`config.mk`:
```
export PLATFORM = sky130hd
export DESIGN_NAME = bcd_clock_card_registers_core
export DESIGN_NICKNAME = d
export VERILOG_FILES = /design/src/design/bccr_pkg.sv /design/src/design/bcd_clock_card_registers_core.sv
export VERILOG_INCLUDE_DIRS = /design/src /design/src/design
export SDC_FILE = /design/constraint.sdc
export NUM_CORES = 1
export LEC_CHECK = 0
export BUFFER_PORTS_ARGS = -buffer_cell sky130_fd_sc_hd__buf_2
export CORE_UTILIZATION = 25
export DETAILED_ROUTE_END_ITERATION = 6
export GPL_ROUTABILITY_DRIVEN = 0
export PLACE_DENSITY_LB_ADDON = 0.2
export SYNTH_ARGS = -nofsm -noshare
export SYNTH_HDL_FRONTEND = slang
export SYNTH_SLANG_ARGS = --single-unit
export TNS_END_PERCENT = 50
```
`constraint.sdc`:
```
create_clock -name clk -period 13.8 [get_ports clk]
set_clock_uncertainty 0.1 [all_clocks]
set_input_delay 2.07 -clock clk [delete_from_list [all_inputs] [get_ports clk]]
set_output_delay 2.07 -clock clk [all_outputs]
set_load 0.005 [all_outputs]
```
`src/design/bcd_clock_card_registers_core_macros.svh`:
```
// ----------------------------------------------------------------------------
// Clock card register core assertion macros
// Shared concurrent assertion forms, clocked on clk and disabled in reset.
// ----------------------------------------------------------------------------
`ifndef BCD_CLOCK_CARD_REGISTERS_CORE_MACROS_SVH
`define BCD_CLOCK_CARD_REGISTERS_CORE_MACROS_SVH

// The condition holds at every clock edge outside reset.
`define BCCR_ASSERT_ALWAYS(lbl, cond) \
	lbl: assert property (@(posedge clk) disable iff (!arst_n) (cond)) \
		else $error("clock card register check failed");

// The consequent holds in the same cycle as the antecedent.
`define BCCR_ASSERT_IMP(lbl, ante, cons) \
	lbl: assert property (@(posedge clk) disable iff (!arst_n) (ante) |-> (cons)) \
		else $error("clock card register check failed");

// The consequent holds in the cycle after the antecedent.
`define BCCR_ASSERT_NEXT(lbl, ante, cons) \
	lbl: assert property (@(posedge clk) disable iff (!arst_n) (ante) |=> (cons)) \
		else $error("clock card register check failed");

`endif

```
`src/design/bccr_pkg.sv`:
```
// ----------------------------------------------------------------------------
// Clock card register package
// Register indexes, mode codes, string templates and BCD helpers.
// ----------------------------------------------------------------------------
`default_nettype none

package bccr_pkg;

	localparam logic KIND_READ  = 1'b0;
	localparam logic KIND_WRITE = 1'b1;

	localparam logic [3:0] REG_SECOND   = 4'd7;
	localparam logic [3:0] REG_MODE     = 4'd8;
	localparam logic [3:0] REG_LENGTH   = 4'd9;
	localparam logic [3:0] REG_POSITION = 4'd10;
	localparam logic [3:0] REG_CHAR     = 4'd11;

	localparam logic [7:0] MODE_SHORT   = 8'hA3;
	localparam logic [7:0] MODE_LONG_A  = 8'hBE;
	localparam logic [7:0] MODE_LONG_B  = 8'hA0;
	localparam logic [7:0] MODE_LONG_C  = 8'hA5;
	localparam logic [7:0] MODE_DATED   = 8'hA4;

	localparam logic [4:0] LEN_NONE  = 5'd0;
	localparam logic [4:0] LEN_SHORT = 5'd14;
	localparam logic [4:0] LEN_LONG  = 5'd21;
	localparam logic [4:0] LEN_DATED = 5'd17;

	localparam logic [7:0] CH_SPACE = 8'h20;
	localparam logic [7:0] CH_COMMA = 8'h2C;
	localparam logic [7:0] CH_DOT   = 8'h2E;
	localparam logic [7:0] CH_SLASH = 8'h2F;
	localparam logic [7:0] CH_ZERO  = 8'h30;
	localparam logic [7:0] CH_SEMI  = 8'h3B;
	localparam logic [7:0] CH_HIGH  = 8'h80;
	localparam logic [7:0] CH_DIGIT = 8'hB0;

	// Template codes below this value name a BCD nibble: pair in bits 3:1,
	// high nibble when bit 0 is clear.
	localparam logic [7:0] CODE_LITERAL = 8'd16;

	typedef enum logic [1:0] {
		FMT_SHORT,
		FMT_LONG,
		FMT_DATED
	} fmt_t;

	function automatic logic [4:0] mode_length(input logic [7:0] m);
		logic [4:0] len;
		case (m) inside
			MODE_SHORT: len = LEN_SHORT;
			MODE_LONG_A, MODE_LONG_B, MODE_LONG_C: len = LEN_LONG;
			MODE_DATED: len = LEN_DATED;
			default: len = LEN_NONE;
		endcase
		return len;
	endfunction

	function automatic fmt_t length_fmt(input logic [4:0] len);
		fmt_t f;
		case (len)
			LEN_SHORT: f = FMT_SHORT;
			LEN_LONG:  f = FMT_LONG;
			default:   f = FMT_DATED;
		endcase
		return f;
	endfunction

	// Two BCD digits of a value below 256; the tens digit is taken mod 10.
	function automatic logic [7:0] bcd_pair(input logic [7:0] v);
		logic [15:0] prod;
		logic [4:0]  tens;
		logic [7:0]  ones;
		logic [4:0]  tens_m;
		prod = {8'd0, v} * 16'd205;
		tens = prod[15:11];
		ones = v - ({3'd0, tens} * 8'd10);
		if (tens >= 5'd20) begin
			tens_m = tens - 5'd20;
		end else if (tens >= 5'd10) begin
			tens_m = tens - 5'd10;
		end else begin
			tens_m = tens;
		end
		return {tens_m[3:0], ones[3:0]};
	endfunction

	function automatic logic [7:0] tpl_code(input fmt_t f, input logic [4:0] idx);
		logic [7:0] c;
		c = CH_SPACE;
		case (f)
			FMT_SHORT: begin
				case (idx)
					5'd0: c = 8'd4;
					5'd1: c = 8'd5;
					5'd3: c = 8'd8;
					5'd4: c = 8'd9;
					5'd6: c = 8'd6;
					5'd7: c = 8'd7;
					5'd9: c = 8'd10;
					5'd10: c = 8'd11;
					5'd12: c = 8'd12;
					5'd13: c = 8'd13;
					default: c = CH_COMMA;
				endcase
			end
			FMT_LONG: begin
				case (idx)
					5'd0, 5'd6, 5'd7: c = CH_SPACE;
					5'd1: c = 8'd4;
					5'd2: c = 8'd5;
					5'd3: c = CH_SLASH;
					5'd4: c = 8'd6;
					5'd5: c = 8'd7;
					5'd8: c = 8'd10;
					5'd9: c = 8'd11;
					5'd10, 5'd13, 5'd16: c = CH_SEMI;
					5'd11: c = 8'd12;
					5'd12: c = 8'd13;
					5'd14: c = 8'd14;
					5'd15: c = 8'd15;
					5'd17: c = CH_DOT;
					default: c = CH_ZERO;
				endcase
			end
			default: begin
				case (idx)
					5'd0: c = 8'd0;
					5'd1: c = 8'd1;
					5'd2, 5'd5: c = CH_SLASH;
					5'd3: c = 8'd4;
					5'd4: c = 8'd5;
					5'd6: c = 8'd6;
					5'd7: c = 8'd7;
					5'd8: c = CH_SPACE;
					5'd9: c = 8'd10;
					5'd10: c = 8'd11;
					5'd11, 5'd14: c = CH_SEMI;
					5'd12: c = 8'd12;
					5'd13: c = 8'd13;
					5'd15: c = 8'd14;
					default: c = 8'd15;
				endcase
			end
		endcase
		return c;
	endfunction

endpackage

`default_nettype wire

```
`src/design/bcd_clock_card_registers_core.sv`:
```
// ----------------------------------------------------------------------------
// Clock card register core
// Sixteen byte register window returning BCD time, mode and string bytes.
// ----------------------------------------------------------------------------
`default_nettype none

`include "bcd_clock_card_registers_core_macros.svh"

// Each bus request carries a binary time and one register access. Reads of
// registers 0 to 7 return the BCD year low pair, year high pair, month, day,
// weekday, hour, minute and second; 8 returns the mode, 9 the string length,
// 10 the character position and 11 the character of the selected time
// string at that position, with bit 7 set, or 0 when no mode is set or the
// position is past the string end; 12 to 15 read 0. A read produces exactly
// one response; a write produces none. The core takes one request per cycle
// while in_stall is low. The request is captured in an input register, where
// the year is also split into hundreds and remainder, and a read response is
// built in a single pass into the output register. While the output register
// holds an unaccepted response, the next request still enters the input
// register; a read in the input register waits only when the output register
// is full and stalled. Writes update the mode, length and position registers
// as they leave the input register, so every read sees all earlier writes.
module bcd_clock_card_registers_core
	import bccr_pkg::*;
(
	input  wire logic        clk,
	input  wire logic        arst_n,
	input  wire logic        in_valid,
	output logic             in_stall,
	input  wire logic        kind,
	input  wire logic [3:0]  address,
	input  wire logic [7:0]  write_data,
	input  wire logic [13:0] year,
	input  wire logic [3:0]  month,
	input  wire logic [4:0]  day,
	input  wire logic [2:0]  weekday,
	input  wire logic [4:0]  hour,
	input  wire logic [5:0]  minute,
	input  wire logic [5:0]  second,
	output logic             out_valid,
	input  wire logic        out_stall,
	output logic [7:0]       read_data
);

	// Input register stage.
	logic        valid_s1;
	logic        kind_s1;
	logic [3:0]  address_s1;
	logic [7:0]  data_s1;
	logic [7:0]  year_hi_s1;
	logic [6:0]  year_lo_s1;
	logic [3:0]  month_s1;
	logic [4:0]  day_s1;
	logic [2:0]  weekday_s1;
	logic [4:0]  hour_s1;
	logic [5:0]  minute_s1;
	logic [5:0]  second_s1;

	// Architectural state and output register.
	logic [7:0]  mode_q;
	logic [4:0]  string_length_q;
	logic [7:0]  char_position_q;
	logic        out_valid_q;
	logic [7:0]  read_data_q;

	logic        accept;
	logic        go_s1;
	logic        load_out;
	logic        do_write;

	// Year split at capture: the reciprocal of 100 is exact below 43699.
	logic [26:0] year_prod;
	logic [7:0]  year_hi_w;
	logic [13:0] year_rem_w;

	logic [7:0]  bcd_w [8];
	logic [4:0]  cur_len_w;
	logic [4:0]  new_len_w;
	logic [7:0]  code_w;
	logic [7:0]  pair_w;
	logic [3:0]  nib_w;
	logic [7:0]  char_w;
	logic [7:0]  result_w;

	assign accept   = in_valid && !in_stall;
	assign go_s1    = valid_s1 && (kind_s1 == KIND_WRITE || !out_valid_q || !out_stall);
	assign in_stall = valid_s1 && !go_s1;
	assign load_out = go_s1 && kind_s1 == KIND_READ;
	assign do_write = go_s1 && kind_s1 == KIND_WRITE;

	assign year_prod  = {13'd0, year} * 27'd5243;
	assign year_hi_w  = year_prod[26:19];
	assign year_rem_w = year - 14'({6'd0, year_hi_w} * 14'd100);

	always_comb begin
		bcd_w[0] = bcd_pair({1'b0, year_lo_s1});
		bcd_w[1] = bcd_pair(year_hi_s1);
		bcd_w[2] = bcd_pair({4'd0, month_s1});
		bcd_w[3] = bcd_pair({3'd0, day_s1});
		bcd_w[4] = bcd_pair({5'd0, weekday_s1});
		bcd_w[5] = bcd_pair({3'd0, hour_s1});
		bcd_w[6] = bcd_pair({2'd0, minute_s1});
		bcd_w[7] = bcd_pair({2'd0, second_s1});
	end

	// String character at the current position; 0 when the mode is unset or
	// the position has fallen past the end after a switch to a shorter mode.
	always_comb begin
		cur_len_w = mode_length(mode_q);
		code_w    = tpl_code(length_fmt(cur_len_w), char_position_q[4:0]);
		pair_w    = bcd_w[code_w[3:1]];
		nib_w     = code_w[0] ? pair_w[3:0] : pair_w[7:4];
		if (cur_len_w == LEN_NONE) begin
			char_w = 8'd0;
		end else if (char_position_q >= {3'd0, cur_len_w}
				|| char_position_q >= {3'd0, string_length_q}) begin
			char_w = 8'd0;
		end else if (code_w < CODE_LITERAL) begin
			char_w = CH_DIGIT + {4'd0, nib_w};
		end else begin
			char_w = code_w | CH_HIGH;
		end
	end

	always_comb begin
		case (address_s1) inside
			[4'd0:REG_SECOND]: result_w = bcd_w[address_s1[2:0]];
			REG_MODE:          result_w = mode_q;
			REG_LENGTH:        result_w = {3'd0, string_length_q};
			REG_POSITION:      result_w = char_position_q;
			REG_CHAR:          result_w = char_w;
			default:           result_w = 8'd0;
		endcase
	end

	// Length after a mode write: an unknown code keeps the current mode.
	assign new_len_w = mode_length(data_s1);

	always_ff @(posedge clk or negedge arst_n) begin
		if (!arst_n) begin
			valid_s1        <= 1'b0;
			mode_q          <= 8'd0;
			string_length_q <= 5'd0;
			char_position_q <= 8'd0;
			out_valid_q     <= 1'b0;
		end else begin
			if (accept) begin
				valid_s1 <= 1'b1;
			end else if (go_s1) begin
				valid_s1 <= 1'b0;
			end

			if (do_write && address_s1 == REG_MODE && new_len_w != LEN_NONE) begin
				mode_q          <= data_s1;
				string_length_q <= new_len_w;
			end
			if (do_write && address_s1 == REG_POSITION
					&& data_s1 < {3'd0, string_length_q}) begin
				char_position_q <= data_s1;
			end

			if (load_out) begin
				out_valid_q <= 1'b1;
			end else if (!out_stall) begin
				out_valid_q <= 1'b0;
			end
		end
	end

	always_ff @(posedge clk) begin
		if (accept) begin
			kind_s1    <= kind;
			address_s1 <= address;
			data_s1    <= write_data;
			year_hi_s1 <= year_hi_w;
			year_lo_s1 <= year_rem_w[6:0];
			month_s1   <= month;
			day_s1     <= day;
			weekday_s1 <= weekday;
			hour_s1    <= hour;
			minute_s1  <= minute;
			second_s1  <= second;
		end
		if (load_out) begin
			read_data_q <= result_w;
		end
	end

	assign out_valid = out_valid_q;
	assign read_data = read_data_q;

	`BCCR_ASSERT_ALWAYS(a_len_tracks_mode, string_length_q == mode_length(mode_q))
	`BCCR_ASSERT_ALWAYS(a_mode_known, mode_q == 8'd0 || mode_length(mode_q) != LEN_NONE)
	`BCCR_ASSERT_IMP(a_stall_needs_item, !valid_s1, !in_stall)
	`BCCR_ASSERT_NEXT(a_write_no_result, do_write, out_valid_q == $past(out_valid_q && out_stall))

endmodule

`default_nettype wire
```
### After elaboration in Yosys (flattened, before gate mapping)

Memories as Yosys holds them, arrays and structs flattened.
Cells that the tools add are included.

| storage, ports and cells | value |
|---|---|
| memories | 3 |
| output and inout bits | 10 |
| word-level logic and storage cells | 144 |
| ROM bits | 368 |
| register bits | 88 |
| input port bits | 60 |

Memory list:

| memory | depth | width | rd ports | clocked after Yosys merged registers in | write ports | line | source |
|---|---|---|---|---|---|---|---|
| (name not given) | 32 | 6 | 1 | 0 | 0 | bccr_pkg.sv:108 | `case (idx)` |
| (name not given) | 16 | 6 | 1 | 0 | 0 | bccr_pkg.sv:127 | `case (idx)` |
| (name not given) | 16 | 5 | 1 | 0 | 0 | bccr_pkg.sv:93 | `case (idx)` |

| operators by class | value |
|---|---|
| $mul | 16 |
| bitwise operators | 3 |
| add/sub/neg operators | 15 |
| reduce and logical (&&, ||, !) cells | 23 |
| $lt $le $gt $ge | 14 |
| equal/unequal tests | 18 |
| multiplexer cells | 35 |

Operator list:

| kind | count |
|---|---|
| $mux W8 | 14 |
| $eq A8 B8 Y1 const B | 10 |
| $bmux W8 S3 | 2 |
| $mux W5 | 6 |
| $mul A6 B8 Y14 const B | 2 |
| $mux W4 | 7 |
| $sub A4 B4 Y4 | 7 |
| $mul A14 B13 Y27 const B | 1 |
| $mul A5 B8 Y13 const B | 2 |
| $eq A4 B4 Y1 const B | 4 |
| $ge A8 B5 Y1 | 2 |
| $mul A8 B8 Y16 const B | 1 |
| $pmux W8 S2 | 1 |
| $mul A7 B8 Y15 const B | 1 |
| $ge A4 B4 Y1 const B | 3 |
| $mul A4 B8 Y12 const B | 1 |
| $ge A3 B5 Y1 const B | 2 |
| $logic_and A1 B1 Y1 | 10 |
| $add A8 B4 Y8 const A | 1 |
| $lt A8 B5 Y1 | 1 |
| $lt A8 B5 Y1 const B | 1 |
| $mul A8 B5 Y5 const B | 1 |
| $not A3 Y4 | 2 |
| $sub A3 B3 Y4 const B | 2 |
| other kinds (27) | 40 |

### Logic depth before layout (Yosys ltp)

Gate-level depths: netlist of the first run.

| logic depth | value |
|---|---|
| word-level depth | 22 |
| gate-level depth with buffers | 27 |
| depth with buffers taken out | 27 |

### Worst setup path before layout of the first run

Ideal clock, no wire load.

| timing | value |
|---|---|
| path kind | input to register |
| from | input port year[8] |
| to | register year_lo_s1[6] (data pin) |
| path buffers | 0 |
| slack | 5.909 ns |
| library setup time | 0.258 ns |
| arrival time | 7.533 ns |
| stages on the path | 25 |
| required time | 13.442 ns |
| cells stage by stage | ha_1 inv_1 fa_1 inv_1 fa_1 inv_1 fa_1 fa_1 inv_1 ha_1 a21o_1 a21o_1 a2111oi_0 o21ai_0 a221o_1 a31oi_2 o21bai_1 xor2_1 ha_1 inv_1 ha_1 a21oi_1 xnor2_1 xnor2_1 xnor2_1 |

| between the ends | value |
|---|---|
| word-level cells in the longest chain between the ends | 3 |

RTL lines:

| what | line | source |
|---|---|---|
| from (decl) | bcd_clock_card_registers_core.sv:33 | `input wire logic [13:0] year,` |
| $mul A14 B13 Y27 | bcd_clock_card_registers_core.sv:91 | `assign year_prod = {13'd0, year} * 27'd5243;` |
| via year_prod[22] | bcd_clock_card_registers_core.sv:72 | `logic [26:0] year_prod;` |
| $mul A8 B5 Y5 | bcd_clock_card_registers_core.sv:93 | `assign year_rem_w = year - 14'({6'd0, year_hi_w} * 14'd100);` |
| $sub A7 B7 Y7 | bcd_clock_card_registers_core.sv:93 |  |
| via year_rem_w[6] | bcd_clock_card_registers_core.sv:74 | `logic [13:0] year_rem_w;` |
| to (signal assigned) | bcd_clock_card_registers_core.sv:176 | `year_lo_s1 <= year_rem_w[6:0];` |
| to (decl) | bcd_clock_card_registers_core.sv:51 | `logic [6:0] year_lo_s1;` |

The timed path passes the listed nets, and every way through them passes these cells.
A chain may end at the register's enable or synchronous reset.

### Worst setup path after layout of the first run

| timing | value |
|---|---|
| from | input port year[10] |
| to | register year_lo_s1[6] (data pin) |

The elaborated chain is that of the path after synthesis.

==> results of run 1 <==
## metrics by stage
step / hold slack (ns) / setup slack, ns / instances / cell area, um^2 / utilization
3_3_place_gp: 0.406 / 5.37 / 2229 / 15200 / 0.275
6_report: 0.425 / 5.78 / 2245 / 15500 / 0.280
5_1_grt: 0.461 / 5.40 / 2245 / 15500 / 0.280
4_1_cts: 0.432 / 5.74 / 2245 / 15500 / 0.280
2_1_floorplan: 0.371 / 5.91 / 1434 / 14000 / -
3_5_place_dp: 0.414 / 5.34 / 2229 / 15200 / 0.275
## sequential cells by signal (all words and copies together) (netlist names), 5 cells and up
signal	count
read_data	8
data_s1	8
year_hi_s1	8
hour_s1	5
second_s1	6
year_lo_s1	7
day_s1	5
minute_s1	6
char_position_q	8
mode_q	8
## worst min-delay path: stages, from the launching register on
cell     delay [ns]
dfrtp_1        0.37
nand2_1        0.05
o21ai_0        0.07
## metal layers
metal | up-vias | track usage | part of all wire | wire (um)
li1 | 5143 | - | - | -
met1 | 5052 | 0.170 | 0.48 | 16800
met2 | 134 | 0.218 | 0.48 | 16600
met3 | 26 | 0.0184 | 0.027 | 945
met4 | 0 | 0.0291 | 0.012 | 406
met5 | - | 0 | 0 | 0
## cell families after synthesis
family          Yosys count  synth area share
buf+inv                 305            0.0851
mux                      45            0.0414
compound gates          247             0.128
fa+ha+maj               423             0.432
flops                    86             0.177
simple gates            268            0.0988
xor+xnor                 60            0.0384
## final cells by class
type,instances,area (um^2)
clock buffers,9,225
clock inverters,7,76.3
fillers,5911,39800
inverters,277,1040
multi-input cells,1043,10400
flip-flops and latches,86,2480
well taps,748,936
repair buffers,75,390
## placed cells by master, fill, tap and decap left out, drive strengths merged, types with 23 or more instances in the layout
master / Yosys / final
edfxtp: 65 / 65
a21o: 23 / 23
o21ai: 38 / 38
inv: 275 / 279
buf: 12 / 75
nand2: 63 / 63
nor2: 49 / 49
ha: 321 / 321
fa: 102 / 102
nand3: 30 / 30
a21oi: 49 / 49
xnor2: 40 / 40
## worst paths after layout
kind | start | end | slack [ns] | cells past startpoint
worst max-delay path | year[10] | year_lo_s1[6] | 5.78 | 26
min in group asynchronous | arst_n | char_position_q[3] | 1.54 | 1
worst min register to register | string_length_q[3] | string_length_q[3] | 0.42 | 2
worst max register to register | year_lo_s1[5] | read_data[3] | 7.76 | 22
max in group asynchronous | arst_n | string_length_q[3] | 11.72 | 1
worst min-delay path | string_length_q[3] | string_length_q[3] | 0.42 | 2
==> flow_results.org, run 1 <==
** Synthesis
- Syn_area_per_cell :: 9.79 um^2
- The synthesized design contains 86 register bits.
- Synthesis handed over a netlist of 1434 instances.
- The synthesized netlist contains 84 unique library cells.
- During synthesis, Yosys emitted a total of 0 warnings.
- Sorting the synthesized cells by area gives the leading types as ha_1 29%, fa_1 15%, edfxtp_1 14%, inv_1 7.3%, dfrtp_1 3.7%.
- For this run, asynchronously set or reset flops after synthesis account for 0.244.
- Synth area leader :: ha_1
- The share of the Yosys chip area taken by registers is 0.177.
- In the post-synthesis netlist, the cell with the most instances is ha_1.
- Yosys mapped a number of flops with a built-in enable equal to 65.
- The mapped netlist covers 14000 um^2.
- By count the netlist is led by 321 x ha_1, 273 x inv_1, 102 x fa_1.
- Post-synth top area share :: 0.286
- Predominant post-synthesis flop cell :: edfxtp_1
- Synthesis produced a netlist with a net count of 1917.

** Clocking
- Clock net sink count :: 86
- Postcts setup bufs :: 0
- Inserted Clock Buffers :: 9
- Number of gates resized after cts :: 0
- The number of hold buffers added after CTS was 0.
- The cell sitting at the root of the clock tree is a clkbuf_16.
- Clock latency of the later-clocked register in the worst-skew pair :: 0.40 ns
- The clock tree synthesis step divided the H-tree into 3 levels.
- CTS tree :: yes
- Number of buffers on the longest clock path :: 2
- After clock tree synthesis, the clock-pin slew on the worst setup and hold paths is 0.07 ns.

** Worst setup path
- Setup crit start kind :: primary input
- The number of buffers and inverters on the critical path is 6.
- The cell that appears most often on the critical path is inv_1.
- In this design, the largest share of critical-path delay is due to adder cells.
- The setup path with the least slack is of type in2reg.
- For this run, the slowest stage of the critical path takes 0.54 ns.
- Data on the critical path is required at its endpoint by 13.84 ns.
- Endpoint arrival time on the critical path :: 8.06 ns
- The slowest stage of the critical path belongs to the cell fa_1.
- Kind of capture point of the worst setup path :: flop
- Along the worst path, the maximum fanout reaches 6.

** Detailed routing
- After detailed routing, the average wire length per cell comes to 15.5 um.
- Mean number of vias per cell :: 4.61
- Overall via count from detail_route :: 10400
- Number of DRC markers after the initial detailed-route iteration :: 447
- In the routed design, unresolved DRC markers number 0.
- Summed over all layers, the routed wires come to 34.8 mm.
- In this run the remaining antenna-violating nets after routing total 0.
- The first TritonRoute pass finished after 5 iterations.

** Timing
- Setup repair after global routing missed its margin :: false
- Final slew viol count :: 0
- Final worst-path cycle share :: 0.581
- For the pin with the worst max-slew slack, the measured transition is 0.986 ns.
- Final setup vio count :: 0
- Shortest period the worst path allows :: 8.02 ns
- Headroom to the max-slew limit came out at 0.343.
- Summed over all failing endpoints, the final setup total negative slack is 0 ns.
- The hold violation count in the final report is 0.
- Static timing analysis puts the maximum clock frequency at 125 MHz.

** Layout
- Compared with the post-synthesis result, the final layout area differs by 10.5%.
- The number of antenna diodes in the final layout is 0.
- Ratio of cells with drive above 1 in the final layout :: 0.0975
- The final layout contains 1975 nets.

** Floorplanning
- In this run the count of I/O pins placed on the die edge is 70.
- Initial cell density of the core :: 0.254
- In this run the horizontal extent of the chip is 239 um.
- The region available for standard cell placement spans 55300 um^2.
- DIE AREA :: 57100 um^2
- Vertical die dimension :: 239 um
- The initialized floorplan defines 86 standard-cell rows.

** GRT
- The total overflow left after global routing is 0.
- The number of global-route vias before repair is 10800.
- Global-route wire length before repair :: 57.4 mm
- Entering global routing, the biggest net connects 58 pins.
- GR Util All Layers :: 0.128
- Antenna violations before repair :: 0

** Placement
- I/O Buffers :: 69
- Summed over all nets, the half-perimeter wirelength after detailed placement is 28.9 mm.

** Job
- Max capacitance violation total :: 0

** Hold path
- The worst hold path belongs to the class reg2reg.

** Status
- Run status :: finished, final reports clean
Power of run 1 is not shown: default switching activity piles up to over one toggle a cycle in this logic, so the estimate is an artifact.
==> run 2: changes to the inputs <==
- clock period: 13.8 -> 7.2 ns (I/O delays scaled with it)
==> run 2 against run 1 <==
Critical path type unchanged. Worst setup slack worse by 5.4 ns. Global-route usage is 0.18 points higher. Worst hold slack hardly changed. Cell count is 1.1% higher.
==> flow_results.org, run 2 (synthesis results as in run 1) <==
** Detailed routing
- The number of remaining DRC errors is 0 (unchanged).
- The routed wire length was 35.3 mm (+1.5%).
- The number of vias per cell after detailed routing came to 4.63 (+0.39%).
- The routed wirelength normalized by instance count was 15.5 um (+0.41%).
- Overall via count from detail_route :: 10500 (+1.5%)
- The remaining antenna violation count after routing is 0 (unchanged).
- Number of DRC markers after the initial detailed-route iteration :: 492 (+10%)
- The length of the first detailed-routing pass in iterations was 5 (unchanged).

** Floorplanning
- The horizontal die dimension is 239 um (unchanged).
- Top-Level Pins :: 70 (unchanged)
- The overall die area is 57100 um^2 (unchanged).
- FP Rows :: 86 (unchanged)
- The chip height is 239 um (unchanged).
- The area of the core region was 55300 um^2 (unchanged).
- Initial cell density of the core :: 0.254 (unchanged)

** Timing
- After layout, the minimum clock period comes to 6.84 ns.
- Number of failing hold endpoints at the final stage :: 0 (unchanged)
- The post-route worst setup slack is 0.365 ns (-5.42 ns).
- Setup repair after global routing missed its margin :: false
- The smallest hold slack came to 0.425 ns (+0.000115 ns).
- Transition at the pin with the smallest max-transition slack :: 0.977 ns (-0.00887 ns)
- The relative slew slack was 0.349 (+0.00591).
- Final worst-path cycle share :: 0.949
- Final slew viol count :: 0 (unchanged)
- Derived from the worst setup path, the maximum achievable clock frequency is 146 MHz.
- The number of setup violations in the final report was 0 (unchanged).

** Worst setup path
- The number of buffer and inverter stages on the critical path was 6 (unchanged).
- The slowest stage of the critical path belongs to the cell fa_1.
- Crit-path leading delay family :: adder cells
- The critical path is of the in2reg type.
- Setup crit start kind :: primary input
- In this design, the critical path's most frequently occurring cell is inv_1.
- Required time of the critical path :: 7.23 ns (-6.61 ns)
- Endpoint arrival time on the critical path :: 6.87 ns (-1.19 ns)
- Kind of capture point of the worst setup path :: flop
- The largest incremental delay on the critical path came to 0.55 ns (about the same).
- The largest driver fanout on the critical path is 4 (-2).

** Layout
- Layout net count :: 1999 (+1.2%)
- Post-route insts no fill :: 2269 (+1.1%)
- Ratio of cells with drive above 1 in the final layout :: 0.114 (+0.0162)
- The library cells used most frequently in the layout, excluding fill and tap cells, are 321 x ha_1, 273 x inv_1, 102 x fa_1.
- Leading cell type in the layout, fill and taps excluded :: ha_1
- The final-layout fill cell count was 5936 (+0.42%).
- The total area of multi-input combinational cells came to 10400 um^2 (+0.13%).
- The antenna diode instance count is 0 (unchanged).
- The area growth from synthesis to layout is 11.9%.
- The final standard cell utilization of the core is 0.284 (+0.00351).
- The flip-flop and latch area is 2480 um^2 (unchanged).

** Clocking
- Postcts setup bufs :: 0 (unchanged)
- Inserted Clock Buffers :: 9 (unchanged)
- Clock net sink count :: 86 (unchanged)
- Clock latency of the later-clocked register in the worst-skew pair :: 0.39 ns (about the same)
- CTS tree :: yes
- Number of buffers on the longest clock path :: 2 (unchanged)
- The level count of the clock H-tree was 3 (unchanged).
- Clk slew on worst S/H paths :: 0.07 ns (about the same)
- CTS placed an instance of clkbuf_16 at the clock tree root.

** Status
- The run finished with clean final reports.

** GRT
- The total global routing overflow is 0 (unchanged).
- Maximum number of pins on one net before global-route repair :: 58 (unchanged)
- Vias in the first global route :: 10900 (+1.3%)
- Antenna violations before repair :: 1 (+1)
- GR Util All Layers :: 0.130 (+0.00182)
- Global-route wire length before repair :: 58.4 mm (+1.6%)

** Hold path
- The path class of the tightest hold or removal check is reg2reg.

** Placement
- DP Wirelength :: 29.3 mm (+1.7%)
- I/O Buffers :: 69 (unchanged)
- Number of placed cells counting well taps :: 2253 (+1.1%)
- Setup slack after placement :: -0.0911 ns (-5.43 ns)

** Job
- The number of max-cap violations is 0 (unchanged).
run 2: cell types whose count changed in the layout (fill, tap and decap cells not counted):
cell,previous run,this run
a21oi_1,47,46
buf_4,6,30
xor2_2,0,1
a221o_1,3,2
xor2_1,19,18
a2111oi_1,2,3
a2111oi_0,6,5
a21oi_2,2,3
a221o_2,0,1
run 2: path summary, 6_finish.rpt:
kind / start / end / slack (ns) / cells after the start
setup / recovery: year[8] / year_lo_s1[6] / 0.36 / 26
hold / removal: string_length_q[3] / string_length_q[3] / 0.42 / 2
setup reg to reg: year_lo_s1[4] / read_data[3] / 1.26 / 22
hold reg to reg: string_length_q[3] / string_length_q[3] / 0.42 / 2
max in group asynchronous: arst_n / mode_q[7] / 6.09 / 1
min in group asynchronous: arst_n / char_position_q[2] / 0.56 / 1
run 2: cell type report:
type,count,share of cell area
Multi-Input combinational cell,1043,0.661
Sequential cell,86,0.158
Clock inverter,7,0.00486
Tap cell,748,0.0596
Timing Repair Buffer,99,0.0363
Inverter,277,0.0662
Clock buffer,9,0.0143
run 2: repair_timing:
item / 4_1_cts / 5_1_grt
hold buffers: 0 / 0
endpoints found under the setup margin: 0 / 1
resized for setup: 0 / 4
run 2: worst register-to-register path, stage by stage, from the launching register on:
cell,delay (ns)
edfxtp_1,0.47
ha_1,0.36
inv_1,0.06
fa_1,0.50
inv_1,0.04
ha_1,0.26
inv_1,0.05
fa_1,0.50
inv_1,0.04
ha_1,0.29
a21o_1,0.20
a2111oi_2,0.39
a21oi_2,0.18
xnor2_1,0.27
inv_2,0.12
ha_1,0.21
fa_1,0.40
xnor2_1,0.14
xnor2_1,0.14
xnor2_1,0.21
o22ai_1,0.15
a2111oi_2,0.41
o211ai_1,0.16
run 2: metrics by stage:
stage	area [um^2]	TNS [ns]
2_1_floorplan	14000	0
3_3_place_gp	15400	-0.0567
3_5_place_dp	15400	-0.0911
4_1_cts	15700	0
5_1_grt	15700	0
6_report	15700	0
run 2: metal layers:
| metal | wire length (um) | vias up | global-route usage |
|---|---|---|---|
| met5 | 14 | - | 0 |
| met4 | 289 | 2 | 0.0220 |
| met3 | 1290 | 21 | 0.0214 |
| met2 | 16800 | 149 | 0.221 |
| met1 | 16800 | 5138 | 0.174 |
| li1 | - | 5196 | - |
Power of run 2 is left out for the same reason.
==> run 3: changes to the inputs <==
- clock period: 7.2 -> 7.65 ns (I/O delays scaled with it)
==> run 3 against run 2 <==
Worst hold slack got worse by 0.0048 ns. Count of clock-buffer cells in the layout unchanged. Wire length decreased by 0.28%. Sequential cell count unchanged. Core utilization decreased by 0.25 points.
==> flow_results.org, run 3 (synthesis results as in run 1) <==
** Status
- Run status :: finished, final reports clean

** Worst setup path
- The data required time of the worst path was 7.68 ns (+0.45 ns).
- Register-to-register path setup slack :: 1.60 ns (+0.34 ns)
- The worst setup path is captured at a flop.
- Setup crit start kind :: primary input
- The critical path is of the in2reg type.
- Largest fanout on the critical path :: 4 (unchanged)
- Endpoint arrival time on the critical path :: 7.06 ns (+0.19 ns)

** Timing
- Final worst-path cycle share :: 0.919
- The pin slew with the least headroom to its limit is 0.976 ns (-0.00152 ns).
- Relative slew slack :: 0.348 (about the same)
- Final slew viol count :: 0 (unchanged)
- The hold violation count in the final report is 0 (unchanged).
- Shortest period the worst path allows :: 7.03 ns
- Setup repair after global routing missed its margin :: false
- For this run, the top clock speed supported by timing is 142 MHz.
- The number of setup violations in the final report was 0 (unchanged).
- The final-layout setup total negative slack is 0 ns (unchanged).

** GRT
- The pin count of the biggest net entering global routing is 58 (unchanged).
- Vias in the first global route :: 10800 (-1.7%)
- The total track usage was 0.130 (+0.000288).
- Antenna violations before repair :: 1 (unchanged)
- Global-route wire length before repair :: 58.1 mm (-0.53%)
- Congestion Overflow GR :: 0 (unchanged)

** Layout
- Relative to the synthesized area, the layout overhead comes to 10.9%.
- The share of layout cells above drive strength 1 was 0.101 (-0.0126).
- Ant diodes :: 0 (unchanged)
- Leading cell type in the layout, fill and taps excluded :: ha_1
- Layout net count :: 1981 (-0.90%)
- The top cell types in the final layout, fill and taps aside, are 321 x ha_1, 273 x inv_1, 102 x fa_1.

** Detailed routing
- Overall via count from detail_route :: 10400 (-1.2%)
- The length of the first detailed-routing pass in iterations was 5 (unchanged).
- The initial detailed-routing violation count is 433 (-12%).
- The remaining antenna violation count after routing is 0 (unchanged).
- Mean number of vias per cell :: 4.61 (-0.43%)
- The routed wirelength normalized by instance count was 15.6 um (+0.51%).
- The routed wire length is 35.2 mm (-0.28%).
- Remaining design rule violation count :: 0 (unchanged)

** Clocking
- The maximum buffer depth of the clock tree is 2 (unchanged).
- Clock net sink count :: 86 (unchanged)
- The number of buffers inserted for hold repair after clock tree synthesis was 0 (unchanged).
- The number of buffers inserted during clock tree synthesis was 9 (unchanged).
- Cell at the root of the clock tree :: clkbuf_16
- Number of gates resized after cts :: 0 (unchanged)
- TritonCTS built the clock tree.
- The clock latency reported for the late side of the worst-skew pair was 0.39 ns (about the same).
- Postcts setup bufs :: 0 (unchanged)
- The clock-pin slew of the registers on the worst-case setup and hold paths is 0.07 ns (about the same).
- Level count of the clock H-tree :: 3 (unchanged)

** Job
- The number of max-cap violations came to 0 (unchanged).

** Placement
- The HPWL after detailed placement is 29.3 mm (-0.11%).
- I/O Buffers :: 69 (unchanged)

** Hold path
- The min-delay analysis places its worst path in the category reg2reg.

** Floorplanning
- The effective utilization at floorplan came to 0.254 (unchanged).
- Vertical die dimension :: 239 um (unchanged)
- FP Rows :: 86 (unchanged)
- Top-Level Pins :: 70 (unchanged)
- The overall die area came to 57100 um^2 (unchanged).
- Overall die width :: 239 um (unchanged)
- The area of the core region is 55300 um^2 (unchanged).
-- run 3: cell type report --
cell class,instances,area [um^2]
tap,748,936
timing repair buffer,81,435
clock buffer,9,225
sequential,86,2480
clock inverter,7,88.8
fill,5961,39700
multi-input combinational,1043,10400
inverter,277,1040
-- run 3: final timing paths --
path | start | to | cells after the start
worst max-delay path | year[8] | year_lo_s1[6] | 25
worst min-delay path | string_length_q[3] | string_length_q[3] | 2
worst max register to register | year_lo_s1[5] | read_data[3] | 22
worst min register to register | string_length_q[3] | string_length_q[3] | 2
max in group asynchronous | arst_n | mode_q[6] | 1
min in group asynchronous | arst_n | char_position_q[1] | 1
-- run 3: stage by stage --
step                      instances  instance area [um^2]  utilization  hold WS (ns)  setup slack [ns]
after detailed placement       2235                 15300        0.276         0.412             0.219
after floorplan                1434                 14000            -         0.371             0.682
after CTS                      2251                 15600        0.281         0.427             0.626
final                          2251                 15600        0.281         0.420             0.622
after global routing           2251                 15600        0.281         0.453             0.232
after global placement         2235                 15300        0.276         0.407             0.260
-- run 3: worst max-delay path: stages --
cell       delay [ns]
buf_2            0.11
ha_1             0.32
inv_1            0.07
fa_1             0.52
inv_1            0.06
fa_1             0.50
inv_1            0.05
fa_1             0.46
fa_1             0.54
inv_1            0.04
ha_1             0.30
a21o_1           0.18
a21o_1           0.17
a2111oi_0        0.39
o21ai_0          0.14
a221o_1          0.39
a21oi_1          0.21
xnor2_1          0.17
inv_1            0.11
fa_1             0.43
a21o_1           0.19
a21oi_1          0.17
xnor2_1          0.16
xnor2_1          0.16
xnor2_1          0.09
-- run 3: layer usage --
| metal | track usage | wire (um) | vias up |
|---|---|---|---|
| li1 | - | - | 5156 |
| met1 | 0.172 | 16700 | 5039 |
| met2 | 0.218 | 16700 | 147 |
| met3 | 0.0202 | 1110 | 34 |
| met4 | 0.0354 | 619 | 2 |
| met5 | 0 | 11 | - |
Power of run 3 is left out for the same reason.
